--- src/rtl/core/tss_pkg.sv ---
// Shared types and codes for the task scheduler with counting semaphores.
// No dependencies.
package tss_pkg;

	localparam int TASKS_DEF      = 16;
	localparam int SEMAPHORES_DEF = 4;
	localparam int QDEPTH_DEF     = 16;

	localparam logic [2:0] CMD_SCHED = 3'd0;
	localparam logic [2:0] CMD_SLEEP = 3'd1;
	localparam logic [2:0] CMD_P     = 3'd2;
	localparam logic [2:0] CMD_V     = 3'd3;
	localparam logic [2:0] CMD_TICK  = 3'd4;
	localparam logic [2:0] CMD_LTASK = 3'd5;
	localparam logic [2:0] CMD_LSEM  = 3'd6;

	localparam logic [1:0] ST_OK       = 2'd0;
	localparam logic [1:0] ST_NO_READY = 2'd1;
	localparam logic [1:0] ST_Q_FULL   = 2'd2;
	localparam logic [1:0] ST_Q_EMPTY  = 2'd3;

	// ms / 10 as (ms * RECIP10) >> 19, exact over 16 bits
	localparam logic [15:0] RECIP10 = 16'd52429;

	localparam logic signed [6:0] SEM_MIN = -7'sd64;
	localparam logic signed [6:0] SEM_MAX = 7'sd63;

	typedef struct packed {
		logic capture;
		logic exec;
		logic pop;
		logic dec_sleep;
		logic clr_best;
		logic pick;
		logic refill;
		logic finish;
	} ctrl_t;

	typedef struct packed {
		logic sched_next;
		logic pop_next;
		logic best_zero;
	} stat_t;

endpackage

--- src/rtl/core/tss_ctrl.sv ---
// Controller state machine: sequences execute, sleep decrement, table scans,
// refill and queue pop. Depends on tss_pkg.
module tss_ctrl import tss_pkg::*; #(
	parameter int TASKS = TASKS_DEF
) (
	input  logic                       clk,
	input  logic                       arst_n,
	input  logic                       start,
	input  stat_t                      stat,
	output ctrl_t                      ctrl,
	output logic [$clog2(TASKS)-1:0]   pick_idx,
	output logic                       busy,
	output logic                       done
);
	localparam int TIW = $clog2(TASKS);

	localparam logic [2:0] S_IDLE   = 3'd0;
	localparam logic [2:0] S_EXEC   = 3'd1;
	localparam logic [2:0] S_DEC    = 3'd2;
	localparam logic [2:0] S_PICK   = 3'd3;
	localparam logic [2:0] S_REFILL = 3'd4;
	localparam logic [2:0] S_QRD    = 3'd5;
	localparam logic [2:0] S_FIN    = 3'd6;

	logic [2:0]     state_q, state_d;
	logic [TIW-1:0] scan_q;
	logic           pass_q;
	logic           done_q;
	logic           last;

	assign busy     = (state_q != S_IDLE);
	assign done     = done_q;
	assign pick_idx = scan_q;
	assign last     = (scan_q == TIW'(TASKS - 1));

	always_comb begin
		ctrl    = '0;
		state_d = state_q;
		case (state_q)
			S_IDLE: begin
				if (start) begin
					ctrl.capture = 1'b1;
					state_d      = S_EXEC;
				end
			end
			S_EXEC: begin
				ctrl.exec = 1'b1;
				if (stat.sched_next)
					state_d = S_DEC;
				else if (stat.pop_next)
					state_d = S_QRD;
				else
					state_d = S_IDLE;
			end
			S_DEC: begin
				ctrl.dec_sleep = 1'b1;
				ctrl.clr_best  = 1'b1;
				state_d        = S_PICK;
			end
			S_PICK: begin
				ctrl.pick = 1'b1;
				if (last) begin
					if (!pass_q && stat.best_zero)
						state_d = S_REFILL;
					else
						state_d = S_FIN;
				end
			end
			S_REFILL: begin
				ctrl.refill   = 1'b1;
				ctrl.clr_best = 1'b1;
				state_d       = S_PICK;
			end
			S_QRD: begin
				ctrl.pop = 1'b1;
				state_d  = S_IDLE;
			end
			S_FIN: begin
				ctrl.finish = 1'b1;
				state_d     = S_IDLE;
			end
			default: state_d = S_IDLE;
		endcase
	end

	always_ff @(posedge clk or negedge arst_n) begin
		if (!arst_n) begin
			state_q <= S_IDLE;
			scan_q  <= '0;
			pass_q  <= 1'b0;
			done_q  <= 1'b0;
		end else begin
			state_q <= state_d;
			done_q  <= busy && (state_d == S_IDLE);
			if (state_q == S_DEC)
				pass_q <= 1'b0;
			else if (state_q == S_REFILL)
				pass_q <= 1'b1;
			if (state_q == S_PICK)
				scan_q <= last ? '0 : scan_q + 1'b1;
			else
				scan_q <= '0;
		end
	end

endmodule

--- src/rtl/core/tss_dp.sv ---
// Datapath: task table, semaphore values, wait queue memory and result words.
// Depends on tss_pkg; driven by tss_ctrl.
module tss_dp import tss_pkg::*; #(
	parameter int TASKS       = TASKS_DEF,
	parameter int SEMAPHORES  = SEMAPHORES_DEF,
	parameter int QUEUE_DEPTH = QDEPTH_DEF
) (
	input  logic                      clk,
	input  logic                      arst_n,
	input  ctrl_t                     ctrl,
	input  logic [$clog2(TASKS)-1:0]  pick_idx,
	output stat_t                     stat,
	input  logic [2:0]                cmd,
	input  logic [3:0]                task_index,
	input  logic [15:0]               sleep_ms,
	input  logic [1:0]                sem_index,
	input  logic [7:0]                task_priority,
	input  logic [7:0]                task_ticks,
	input  logic signed [6:0]         sem_initial,
	output logic [3:0]                ready_task,
	output logic                      ready_valid,
	output logic [3:0]                woken_task,
	output logic                      woken_valid,
	output logic signed [6:0]         sem_value_out,
	output logic [1:0]                status
);
	localparam int TIW = $clog2(TASKS);
	localparam int SIW = (SEMAPHORES > 1) ? $clog2(SEMAPHORES) : 1;
	localparam int PW  = $clog2(QUEUE_DEPTH);
	localparam int CW  = $clog2(QUEUE_DEPTH + 1);
	localparam int QAW = (SEMAPHORES * QUEUE_DEPTH > 2) ? $clog2(SEMAPHORES * QUEUE_DEPTH) : 1;

	// captured command word
	logic [2:0]        cmd_q;
	logic [3:0]        ti_q;
	logic [15:0]       ms_q;
	logic [1:0]        si_q;
	logic [7:0]        prio_q, tks_q;
	logic signed [6:0] init_q;

	logic [7:0]        ticks_q [TASKS];
	logic [7:0]        prio_tab_q [TASKS];
	logic [12:0]       sleep_q [TASKS];
	logic [TASKS-1:0]  wait_q;
	logic [TIW-1:0]    cur_q;
	logic              latch_q;
	logic signed [6:0] sem_q [SEMAPHORES];
	logic [PW-1:0]     head_q [SEMAPHORES];
	logic [CW-1:0]     cnt_q [SEMAPHORES];
	logic [7:0]        best_q;
	logic [TIW-1:0]    cand_q;
	logic [SIW-1:0]    popsem_q;

	logic [3:0]        woken_q;
	logic              wvalid_q;
	logic signed [6:0] semout_q;
	logic [1:0]        status_q;

	logic [TIW-1:0]    qmem [SEMAPHORES * QUEUE_DEPTH];
	logic [TIW-1:0]    rdata_q;
	logic              q_we, q_re;
	logic [QAW-1:0]    q_waddr, q_raddr;

	logic              ti_ok, si_ok;
	logic [TIW-1:0]    ti_l;
	logic [SIW-1:0]    si_l;
	logic signed [6:0] sem_cur;
	logic signed [7:0] dec_w, inc_w;
	logic signed [6:0] p_val, v_val;
	logic [CW-1:0]     cnt_cur;
	logic [PW-1:0]     head_cur, tail_pos, head_nxt;
	logic [CW:0]       tail_sum;
	logic              q_full;
	logic [31:0]       prod;
	logic              elig, upd;

	assign ti_ok   = ({1'b0, ti_q} < 5'(TASKS));
	assign si_ok   = ({1'b0, si_q} < 3'(SEMAPHORES));
	assign ti_l    = ti_q[TIW-1:0];
	assign si_l    = SIW'(si_q);
	assign sem_cur = sem_q[si_l];
	assign cnt_cur = cnt_q[si_l];
	assign head_cur = head_q[si_l];
	assign dec_w   = 8'(sem_cur) - 8'sd1;
	assign inc_w   = 8'(sem_cur) + 8'sd1;
	assign p_val   = (dec_w < 8'(SEM_MIN)) ? SEM_MIN : dec_w[6:0];
	assign v_val   = (inc_w > 8'(SEM_MAX)) ? SEM_MAX : inc_w[6:0];
	assign q_full  = (cnt_cur >= CW'(QUEUE_DEPTH));
	assign tail_sum = (CW+1)'(head_cur) + (CW+1)'(cnt_cur);
	assign tail_pos = (tail_sum >= (CW+1)'(QUEUE_DEPTH)) ?
		PW'(tail_sum - (CW+1)'(QUEUE_DEPTH)) : PW'(tail_sum);
	assign head_nxt = (head_q[popsem_q] == PW'(QUEUE_DEPTH - 1)) ? '0 : head_q[popsem_q] + 1'b1;
	assign prod    = ms_q * RECIP10;

	assign elig = (sleep_q[pick_idx] == '0) && !wait_q[pick_idx];
	assign upd  = elig && (ticks_q[pick_idx] > best_q);

	always_comb begin
		stat            = '0;
		stat.best_zero  = (best_q == '0) && !upd;
		q_we            = 1'b0;
		q_re            = 1'b0;
		q_waddr         = QAW'(si_l) * QAW'(QUEUE_DEPTH) + QAW'(tail_pos);
		q_raddr         = QAW'(si_l) * QAW'(QUEUE_DEPTH) + QAW'(head_cur);
		if (ctrl.exec) begin
			case (cmd_q)
				CMD_SCHED, CMD_SLEEP: stat.sched_next = 1'b1;
				CMD_P: begin
					if (si_ok && (p_val < 0) && !q_full) begin
						stat.sched_next = 1'b1;
						q_we            = 1'b1;
					end
				end
				CMD_V: begin
					if (si_ok && (v_val <= 0) && (cnt_cur != '0)) begin
						stat.pop_next = 1'b1;
						q_re          = 1'b1;
					end
				end
				default: ;
			endcase
		end
	end

	always_ff @(posedge clk) begin
		if (q_we)
			qmem[q_waddr] <= cur_q;
		if (q_re)
			rdata_q <= qmem[q_raddr];
	end

	always_ff @(posedge clk or negedge arst_n) begin
		if (!arst_n) begin
			for (int i = 0; i < TASKS; i++) begin
				ticks_q[i]    <= '0;
				prio_tab_q[i] <= '0;
				sleep_q[i]    <= '0;
			end
			for (int s = 0; s < SEMAPHORES; s++) begin
				sem_q[s]  <= '0;
				head_q[s] <= '0;
				cnt_q[s]  <= '0;
			end
			wait_q   <= '0;
			cur_q    <= '0;
			latch_q  <= 1'b0;
			best_q   <= '0;
			cand_q   <= '0;
			popsem_q <= '0;
			woken_q  <= '0;
			wvalid_q <= 1'b0;
			semout_q <= '0;
			status_q <= ST_OK;
		end else begin
			if (ctrl.exec) begin
				woken_q  <= '0;
				wvalid_q <= 1'b0;
				semout_q <= '0;
				status_q <= ST_OK;
				popsem_q <= si_l;
				case (cmd_q)
					CMD_SLEEP: sleep_q[cur_q] <= prod[31:19];
					CMD_P: begin
						if (si_ok) begin
							if ((p_val < 0) && q_full) begin
								status_q <= ST_Q_FULL;
								semout_q <= sem_cur;
							end else begin
								sem_q[si_l] <= p_val;
								semout_q    <= p_val;
								if (p_val < 0) begin
									wait_q[cur_q] <= 1'b1;
									cnt_q[si_l]   <= cnt_cur + 1'b1;
								end
							end
						end
					end
					CMD_V: begin
						if (si_ok) begin
							sem_q[si_l] <= v_val;
							semout_q    <= v_val;
							if ((v_val <= 0) && (cnt_cur == '0))
								status_q <= ST_Q_EMPTY;
						end
					end
					CMD_TICK: begin
						if (ticks_q[cur_q] != '0)
							ticks_q[cur_q] <= ticks_q[cur_q] - 1'b1;
					end
					CMD_LTASK: begin
						if (ti_ok) begin
							ticks_q[ti_l]    <= tks_q;
							prio_tab_q[ti_l] <= prio_q;
							sleep_q[ti_l]    <= '0;
							wait_q[ti_l]     <= 1'b0;
						end
					end
					CMD_LSEM: begin
						if (si_ok) begin
							sem_q[si_l] <= init_q;
							cnt_q[si_l] <= '0;
							semout_q    <= init_q;
						end
					end
					default: ;
				endcase
			end
			if (ctrl.pop) begin
				wait_q[rdata_q]  <= 1'b0;
				woken_q          <= 4'(rdata_q);
				wvalid_q         <= 1'b1;
				head_q[popsem_q] <= head_nxt;
				cnt_q[popsem_q]  <= cnt_q[popsem_q] - 1'b1;
			end
			if (ctrl.dec_sleep) begin
				for (int i = 0; i < TASKS; i++)
					if (sleep_q[i] != '0)
						sleep_q[i] <= sleep_q[i] - 1'b1;
			end
			if (ctrl.refill) begin
				for (int i = 0; i < TASKS; i++)
					if ((sleep_q[i] == '0) && !wait_q[i])
						ticks_q[i] <= prio_tab_q[i];
			end
			if (ctrl.clr_best)
				best_q <= '0;
			else if (ctrl.pick && upd) begin
				best_q <= ticks_q[pick_idx];
				cand_q <= pick_idx;
			end
			if (ctrl.finish) begin
				if (best_q != '0) begin
					cur_q    <= cand_q;
					latch_q  <= 1'b1;
					status_q <= ST_OK;
				end else begin
					latch_q  <= 1'b0;
					status_q <= ST_NO_READY;
				end
			end
		end
	end

	always_ff @(posedge clk) begin
		if (ctrl.capture) begin
			cmd_q  <= cmd;
			ti_q   <= task_index;
			ms_q   <= sleep_ms;
			si_q   <= sem_index;
			prio_q <= task_priority;
			tks_q  <= task_ticks;
			init_q <= sem_initial;
		end
	end

	assign ready_task    = 4'(cur_q);
	assign ready_valid   = latch_q;
	assign woken_task    = woken_q;
	assign woken_valid   = wvalid_q;
	assign sem_value_out = semout_q;
	assign status        = status_q;

endmodule

--- src/rtl/core/task_scheduler_with_semaphores.sv ---
// Top level of the task scheduler with counting semaphores.
// Depends on tss_pkg, tss_ctrl and tss_dp.
//
// channel  dir  handshake            word
// command  in   start & !busy        cmd, task_index, sleep_ms, sem_index,
//                                    task_priority, task_ticks, sem_initial
// result   out  done (one cycle)     ready_task, ready_valid, woken_task,
//                                    woken_valid, sem_value_out, status
//
// One command at a time. Load, tick and non-blocking P/V: execute, then done.
// V that wakes a waiter adds a queue memory read. Schedule, sleep and a
// blocking P add a sleep decrement and a serial walk of the task table (one
// entry a cycle), and a second walk when a refill is needed.
// Reset clears all tables; the queue memory needs no clearing.
// Results cannot be stalled: the word is valid only while done is high.
module task_scheduler_with_semaphores import tss_pkg::*; #(
	parameter int TASKS       = TASKS_DEF,
	parameter int SEMAPHORES  = SEMAPHORES_DEF,
	parameter int QUEUE_DEPTH = QDEPTH_DEF
) (
	input  logic              clk,
	input  logic              arst_n,
	input  logic              start,
	output logic              busy,
	input  logic [2:0]        cmd,
	input  logic [3:0]        task_index,
	input  logic [15:0]       sleep_ms,
	input  logic [1:0]        sem_index,
	input  logic [7:0]        task_priority,
	input  logic [7:0]        task_ticks,
	input  logic signed [6:0] sem_initial,
	output logic              done,
	output logic [3:0]        ready_task,
	output logic              ready_valid,
	output logic [3:0]        woken_task,
	output logic              woken_valid,
	output logic signed [6:0] sem_value_out,
	output logic [1:0]        status
);
	ctrl_t                    ctrl;
	stat_t                    stat;
	logic [$clog2(TASKS)-1:0] pick_idx;

	tss_ctrl #(.TASKS(TASKS)) u_ctrl (
		.clk      (clk),
		.arst_n   (arst_n),
		.start    (start),
		.stat     (stat),
		.ctrl     (ctrl),
		.pick_idx (pick_idx),
		.busy     (busy),
		.done     (done)
	);

	tss_dp #(
		.TASKS       (TASKS),
		.SEMAPHORES  (SEMAPHORES),
		.QUEUE_DEPTH (QUEUE_DEPTH)
	) u_dp (
		.clk           (clk),
		.arst_n        (arst_n),
		.ctrl          (ctrl),
		.pick_idx      (pick_idx),
		.stat          (stat),
		.cmd           (cmd),
		.task_index    (task_index),
		.sleep_ms      (sleep_ms),
		.sem_index     (sem_index),
		.task_priority (task_priority),
		.task_ticks    (task_ticks),
		.sem_initial   (sem_initial),
		.ready_task    (ready_task),
		.ready_valid   (ready_valid),
		.woken_task    (woken_task),
		.woken_valid   (woken_valid),
		.sem_value_out (sem_value_out),
		.status        (status)
	);

	a_done_pulse: assert property (@(posedge clk) disable iff (!arst_n)
		done |=> !done) else $error("done longer than one cycle");

	a_accept_busy: assert property (@(posedge clk) disable iff (!arst_n)
		start && !busy |=> busy && !done) else $error("accepted word not taken up");

	a_woken_ok: assert property (@(posedge clk) disable iff (!arst_n)
		done && woken_valid |-> status == ST_OK) else $error("wake with bad status");

	a_no_ready: assert property (@(posedge clk) disable iff (!arst_n)
		done && status == ST_NO_READY |-> !ready_valid) else $error("no_ready but valid");

endmodule
--- config.mk ---
export PLATFORM = sky130hd
export DESIGN_NAME = task_scheduler_with_semaphores
export DESIGN_NICKNAME = d
export VERILOG_FILES = /design/src/rtl/core/tss_pkg.sv /design/src/rtl/core/tss_ctrl.sv /design/src/rtl/core/tss_dp.sv /design/src/rtl/core/task_scheduler_with_semaphores.sv
export SDC_FILE = /design/constraint.sdc
export NUM_CORES = 2
export LEC_CHECK = 0
export BUFFER_PORTS_ARGS = -buffer_cell sky130_fd_sc_hd__buf_2
export CORE_MARGIN = 2
export CORE_UTILIZATION = 58
export CTS_CLUSTER_SIZE = 12
export DETAILED_ROUTE_END_ITERATION = 10
export GPL_TIMING_DRIVEN = 0
export PLACE_DENSITY = 0.77
export SLEW_MARGIN = 40
export SYNTH_ARGS = -nofsm -noshare
export SYNTH_HDL_FRONTEND = slang
export SYNTH_SLANG_ARGS = --single-unit
--- constraint.sdc ---
create_clock -name clk -period 5.9 [get_ports clk]
set_clock_uncertainty 0.15 [all_clocks]
set_input_delay 0.295 -clock clk [delete_from_list [all_inputs] [get_ports clk]]
set_output_delay 0.295 -clock clk [all_outputs]
set_load 0.01 [all_outputs]
Yosys cells after proc, flatten, opt, wreduce, memory -nomap -nowiden
Memory sizes are Yosys's and may differ from the RTL's. A register that Yosys moved wholly into a read port is not among the register bits.
Index checks and enable logic that the tools add are counted.
{"block": "classes", "reduce_logical": 106, "n_eq_ne": 15, "muxes": 157, "bitwise_logic": 15, "n_mul": 1, "n_addsub": 27, "order_cmp": 23}
{"operator": "2-to-1 mux 208 bit", "n": 2}
{"operator": "one-hot mux 208 bit (2 select lines)", "n": 1}
{"operator": "bitwise mux 128 bit", "n": 3}
{"operator": "2-to-1 mux 128 bit", "n": 3}
{"operator": "2-to-1 mux 13 bit", "n": 20}
{"operator": "one-hot mux 128 bit (2 select lines)", "n": 1}
{"operator": "zero test 13 bit", "n": 17}
{"operator": "AND 208 bit", "n": 1}
{"operator": "bitwise mux 208 bit", "n": 1}
{"operator": "inverter 208 bit", "n": 1}
{"operator": "nonzero test 13 bit", "n": 16}
{"operator": "subtractor 13 x 1 -> 13 bit, second input constant", "n": 16}
{"operator": "2-to-1 mux 8 bit", "n": 24}
{"operator": "demux 13 bit (select 4 bit)", "n": 2}
{"operator": "bitwise mux 28 bit", "n": 3}
{"operator": "one-hot mux 28 bit (3 select lines)", "n": 1}
{"operator": "2-to-1 mux 20 bit", "n": 4}
{"operator": "binary-select mux 8 bit (select 4 bit)", "n": 2}
{"operator": "demux 8 bit (select 4 bit)", "n": 2}
{"operator": "2-to-1 mux 16 bit", "n": 4}
{"operator": "binary-select mux 13 bit (select 4 bit)", "n": 1}
{"operator": "2-to-1 mux 4 bit", "n": 11}
{"operator": "2-to-1 mux 7 bit", "n": 6}
{"operator": "bitwise mux 20 bit", "n": 2}
{"operator": "other kinds (67)", "n": 200}
{"block": "totals", "register_bits": 634, "ramBits": 256, "memories": 1, "inputBits": 51, "elab_cells": 426, "out_inout_bits": 21}
{"name": "u_dp.qmem", "depth": 64, "width": 4, "rd": 1, "rd_clocked_by_memory_dff": 1, "write_ports": 1, "line": "tss_dp.sv:59", "text": "logic [TIW-1:0] qmem [SEMAPHORES * QUEUE_DEPTH];"}

Depth between registers and ports, before layout
{"block": "logic_depth", "word_depth": 17, "ltp_mapped": 23, "ltp_nobuf": 22}

Cells and area by module
A second synthesis with hierarchy kept.
{"block": "hier_totals", "cells_unflattened": 4764, "hier_area_um2": 51687.1}
{"module": "tss_dp", "n_inst": 1, "cells_each": 4708, "seq_area_each_um2": 23687.7, "area_per_inst_um2": 51199.1}
{"module": "tss_ctrl", "n_inst": 1, "cells_each": 56, "seq_area_each_um2": 225.2, "area_per_inst_um2": 488.0}

Least setup slack after synthesis
OpenSTA, ideal clock, no wires.
{"block": "synth_path", "path_type": "register to register", "startpoint": "register u_dp.ms_q[11]", "endpoint": "register u_dp.sleep_q[102] in the netlist's numbering", "setup_ns": 0.142, "n_path_buf": 1, "stages_incl_launch_ff": 19, "synth_period_minus_slack_ns": 5.911, "setup_slack_ns": -0.011, "t_required_ns": 5.608, "t_arrival_ns": 5.619, "cell_sequence": "edfxtp_1 -> ha_1 -> ha_1 -> inv_1 -> fa_1 -> inv_1 -> fa_1 -> fa_1 -> fa_1 -> ha_1 -> a21oi_1 -> nand2_1 -> a2111oi_0 -> o32ai_1 -> o31ai_1 -> o21ai_0 -> xnor2_1 -> clkbuf_1 -> o221ai_1"}
{"block": "synth_between", "elab_chain_len": 6}
{"element": "start: declaration", "line": "tss_dp.sv:36", "text": "logic [15:0] ms_q;"}
{"element": "start signal: assignment", "line": "tss_dp.sv:248", "text": "ms_q <= sleep_ms;"}
{"element": "multiplier 16 x 16 -> 32 bit (*)", "line": "tss_dp.sv:93", "text": "assign prod = ms_q * RECIP10;"}
{"element": "bitwise mux 208 bit (*)", "line": "tss_dp.sv:162", "text": "CMD_SLEEP: sleep_q[cur_q] <= prod[31:19];"}
{"element": "one-hot mux 208 bit (2 select lines) (*)", "line": "tss_dp.sv:161", "text": "case (cmd_q)"}
{"element": "2-to-1 mux 208 bit (*)", "line": "tss_dp.sv:155", "text": "if (ctrl.exec) begin"}
{"element": "2-to-1 mux 13 bit", "line": "tss_dp.sv:217", "text": "if (sleep_q[i] != '0)"}
{"element": "2-to-1 mux 208 bit (*)", "line": "tss_dp.sv:215", "text": "if (ctrl.dec_sleep) begin"}
{"element": "end signal: indexed assignment", "line": "tss_dp.sv:162"}
{"element": "end signal: indexed assignment", "line": "tss_dp.sv:218", "text": "sleep_q[i] <= sleep_q[i] - 1'b1;"}
{"element": "end: declaration", "line": "tss_dp.sv:43", "text": "logic [12:0] sleep_q [TASKS];"}
Every way passes the cells marked *; elsewhere a longest branch is shown, timed or not.
A chain may end at the register's enable or synchronous reset.

Worst setup path after layout
{"block": "layout_path", "startpoint": "register u_dp.ms_q[12]", "endpoint": "register u_dp.sleep_q[38] in the netlist's numbering"}
The elaborated chain is that of the path after synthesis.

==> results.txt <==
* Outcome: complete, but fails checks
- Violated checks: DRC, setup timing
- TritonCTS built the clock tree.
- Wire length of the first global-routing pass: about 300,000 microns
- RSZ-0062 raised after global routing: yes
- Walking the worst path, the cells encountered are ha_1, ha_1, inv_1, fa_1, inv_1, fa_1, fa_1, inv_1, fa_1, inv_1, ha_1, and4_4, and3_4, nand4_1, o32ai_4, buf_6, o31ai_4, o31ai_4, xnor2_2, buf_6, buf_4, nand2_8, o31ai_2.
* Minimum clock period after layout: approximately 6700 ps
- Number of levels the H-tree was split into: 3
- In the final routed layout, each cell accounts on average for around 32 microns.
* Sink Count: 894
* Number of distinct standard cells referenced by the synthesized netlist: a little over 90
- Max-capacitance violation count: 0
- The library cell used most frequently in the layout, excluding fill and tap cells, is nand2_1.
- Pin count of the biggest net entering global routing: 108
- At the pin with the least slew margin, the transition time is roughly 1100 ps.
- Period utilization: 112.9%
- Endpoints failing setup: ~210
- Together, buffers and inverters on the worst path number 7.
- The worst setup path is captured at a register.
- Counting flops with a built-in enable in the synthesized netlist gives roughly 310.
* Ys flop type: dfrtp_1
* 1st-pass router iterations: 11
- Once detailed placement completed, the half-perimeter wirelength came to roughly 140,000 microns.
- Post-Synthesis Cell Area: 52,270 sq um
* Number of remaining DRC errors: 25
- Drt first-iter violations: about 8,200
- DR vias/cell: between 7 and 8
* Post-synthesis net count: ~5,300
- Number of antenna violations at the first check in global routing: 10
- Final worst slack: -760.6 ps
* Commonest cells after routing, fill and taps aside: 652 x nand2_1, 582 x dfrtp_1, 388 x nor2_1
- On the worst path, the slowest cell contributes a delay of approximately 660 ps.
- Post-synthesis sequential area ratio: ~46%
- In this run the tightest slew margin relative to its limit is around a quarter.
- Chip Width: between 300 and 400 microns
* Startpoint of the most critical register-to-register path: u_dp.ms_q[12]
- Total gr overflow: 0
- Summed over all layers, the routed wires come to around 220,000 microns.
* Start point of the worst hold path: start
* Register-to-register setup slack: -760 ps
* FF-to-FF End: u_dp.sleep_q[38]
- The tightest min-delay check is of the in -> reg type.
- Clock slew seen by the registers of the worst setup and hold paths: 70 ps
* Antenna violation net count after detailed routing: 0
- Depth of the most critical reg-to-reg path: 23
- In the final layout, the share of cells above drive strength 1 is between 10% and 20%.
- Via count of the routed design: between 40,000 and 50,000
* Number of ports placed on the die boundary: 72
* Hold Vio Cnt, Final: 0
- Number of buffers inserted during clock tree synthesis: 98
- In this run, synthesis produced a sequential element count of roughly 900.
* Rows: 110
* Pins over their slew limit: 0
- Buffers placed on the I/O ports in this run total 71.
- The tree is rooted in a clkbuf_16.
* Net count, final: around 5,700
* Required time of the worst setup path: about 6400 ps
* Cells on Worst Hold Path: 2
- Of all nets on the critical path, the largest fanout is 6.
- The clock passes through at most 3 buffers.
- The path with the worst hold slack has its endpoint at u_dp.tks_q[3].
* Vias in the first global route: around 46,000
- Data on the critical path arrives at its endpoint at 7120 ps.
- The number of placed instances, taps included, is between 6,000 and 7,000.
- Total die area: between 90,000 and 100,000 sq um
- Fmax achieved: approximately 150 MHz
* Fraction of registers with async set or reset after synthesis: 65.55%
* Cell family contributing the most delay on the critical path: adder cells
* Number of instances in the synthesized netlist: 5,004
* Final cell utilization of the core: roughly 69%
- For this configuration, the core starts out at a cell density of 58.33%.
- Across every metal layer, demand over resource in global routing totals about 44%.
* Kind of launch point of the worst setup path: register
* Finished Layout Cells: 6,626
* Synthesized area per cell: around 10 sq um
- On the critical path, the stage with the largest delay is an instance of fa_1.
- The clock reaches the later pin of the worst-skew pair after 750 ps.
* Placeable core region: 89,600 sq um
* Chip height: around 300 microns
* Syn. warnings: 0
* Layout area overhead: 18.49%
- CP Class: reg -> reg
- Routability-driven placement finished with a final weighted congestion of approximately 1.1.
worst max path at each step:
stage          cells after the start                 to     startpoint  slack (ps)
2_1_floorplan                     19  u_dp.sleep_q[103]  u_dp.ms_q[11]           5
3_3_place_gp                       1  u_dp.sleep_q[109]         arst_n       -8400
3_5_place_dp                      21    u_dp.sleep_q[5]   u_dp.ms_q[7]       -1650
4_1_cts                           23  u_dp.sleep_q[103]   u_dp.ms_q[7]        -420
5_1_grt                           23  u_dp.sleep_q[181]  u_dp.ms_q[12]        -810
6_report                          23   u_dp.sleep_q[38]  u_dp.ms_q[12]        -760
timing repair:
| item | CTS | global route |
|---|---|---|
| endpoints found under the hold margin | 390 | 0 |
| resized for setup | 173 | 256 |
| endpoints found under the setup margin | 207 | 208 |
| buffers inserted | 61 | 50 |
| pin swaps | 60 | 84 |
| gates cloned | 2 | 8 |
| hold buffers | 51 | 0 |
routing by layer:
metal | wire length (microns) | part of all wire (%) | track usage, %
met5 | 92 | 0.043 | 0
met4 | 18660 | 8.7 | 27.65
met3 | 31590 | 15 | 14.73
met2 | 90610 | 42 | 64.23
met1 | 74330 | 35 | 57.36
flip-flops by register name, indices dropped and copies added (netlist names), 7 cells and up:
| signal | flops |
|---|---|
| u_dp.cnt_q | 20 |
| u_dp.prio_tab_q | 128 |
| u_dp.qmem | 256 |
| u_dp.wait_q | 16 |
| u_dp.prio_q | 8 |
| u_dp.ticks_q | 128 |
| u_dp.head_q | 16 |
| u_dp.tks_q | 8 |
| u_dp.sem_q | 28 |
| u_dp.ms_q | 16 |
| u_dp.sem_value_out | 7 |
| u_dp.best_q | 8 |
| u_dp.init_q | 7 |
| u_dp.sleep_q | 208 |
cells by family after synthesis:
logic type | synth area share (%)
buf+inv | 3.746
xor+xnor | 1.202
simple gates | 14.65
fa+ha+maj | 7.038
flops | 45.75
mux | 12.72
compound gates | 14.89
cell type report:
class	instances	area, sq um
fill	6422	27670
tap	1176	1471
inverter	218	823.3
timing repair buffer	269	2785
clock buffer	140	2803
buffer	281	1380
clock inverter	32	355.3
antenna	7	17.52
sequential	894	23930
multi-input combinational	3609	28370
metrics by stage:
stage	worst slack (ps)	setup TNS, ps	area [sq um]	hold slack (ps)
2_1_floorplan	4.512	0	52270	-150.6
6_report	-760.6	-106670	61930	43.24
5_1_grt	-807.4	-120230	61910	54.37
3_3_place_gp	-8400	-5224750	54100	299.8
4_1_cts	-417.5	-40870	60020	48.18
3_5_place_dp	-1653	-179940	54940	86.91
synthesized netlist by cell type (27+ instances only):
| cell | instances | area share (%) |
|---|---|---|
| o211ai_1 | 45 | 0.65 |
| nand2_1 | 658 | 4.7 |
| buf_2 | 35 | 0.34 |
| o22ai_1 | 29 | 0.35 |
| xor2_1 | 36 | 0.60 |
| a221oi_1 | 60 | 1.0 |
| a211oi_1 | 32 | 0.46 |
| xnor2_1 | 32 | 0.54 |
| o221ai_1 | 129 | 2.2 |
| nor3_1 | 123 | 1.2 |
| or3_1 | 44 | 0.53 |
| nand2b_1 | 38 | 0.45 |
| buf_1 | 34 | 0.24 |
| and3_1 | 80 | 0.96 |
| edfxtp_1 | 308 | 18 |
| mux4_2 | 184 | 7.9 |
| nor2b_1 | 27 | 0.32 |
| fa_1 | 80 | 3.1 |
| ha_1 | 166 | 4.0 |
| o21ai_0 | 288 | 2.8 |
| inv_1 | 218 | 1.6 |
| mux2_2 | 118 | 2.5 |
| nor4_1 | 58 | 0.69 |
| nor2_1 | 399 | 2.9 |
| mux2i_1 | 112 | 2.1 |
| a31oi_1 | 53 | 0.63 |
| clkbuf_1 | 209 | 1.5 |
| dfrtp_1 | 586 | 28 |
| nand3_1 | 113 | 1.1 |
| a22oi_1 | 44 | 0.63 |
| a21oi_1 | 339 | 3.2 |
Power is left out: the tool's default activity adds up to more than one toggle a clock period on the data nets, which glitch-free logic cannot reach.
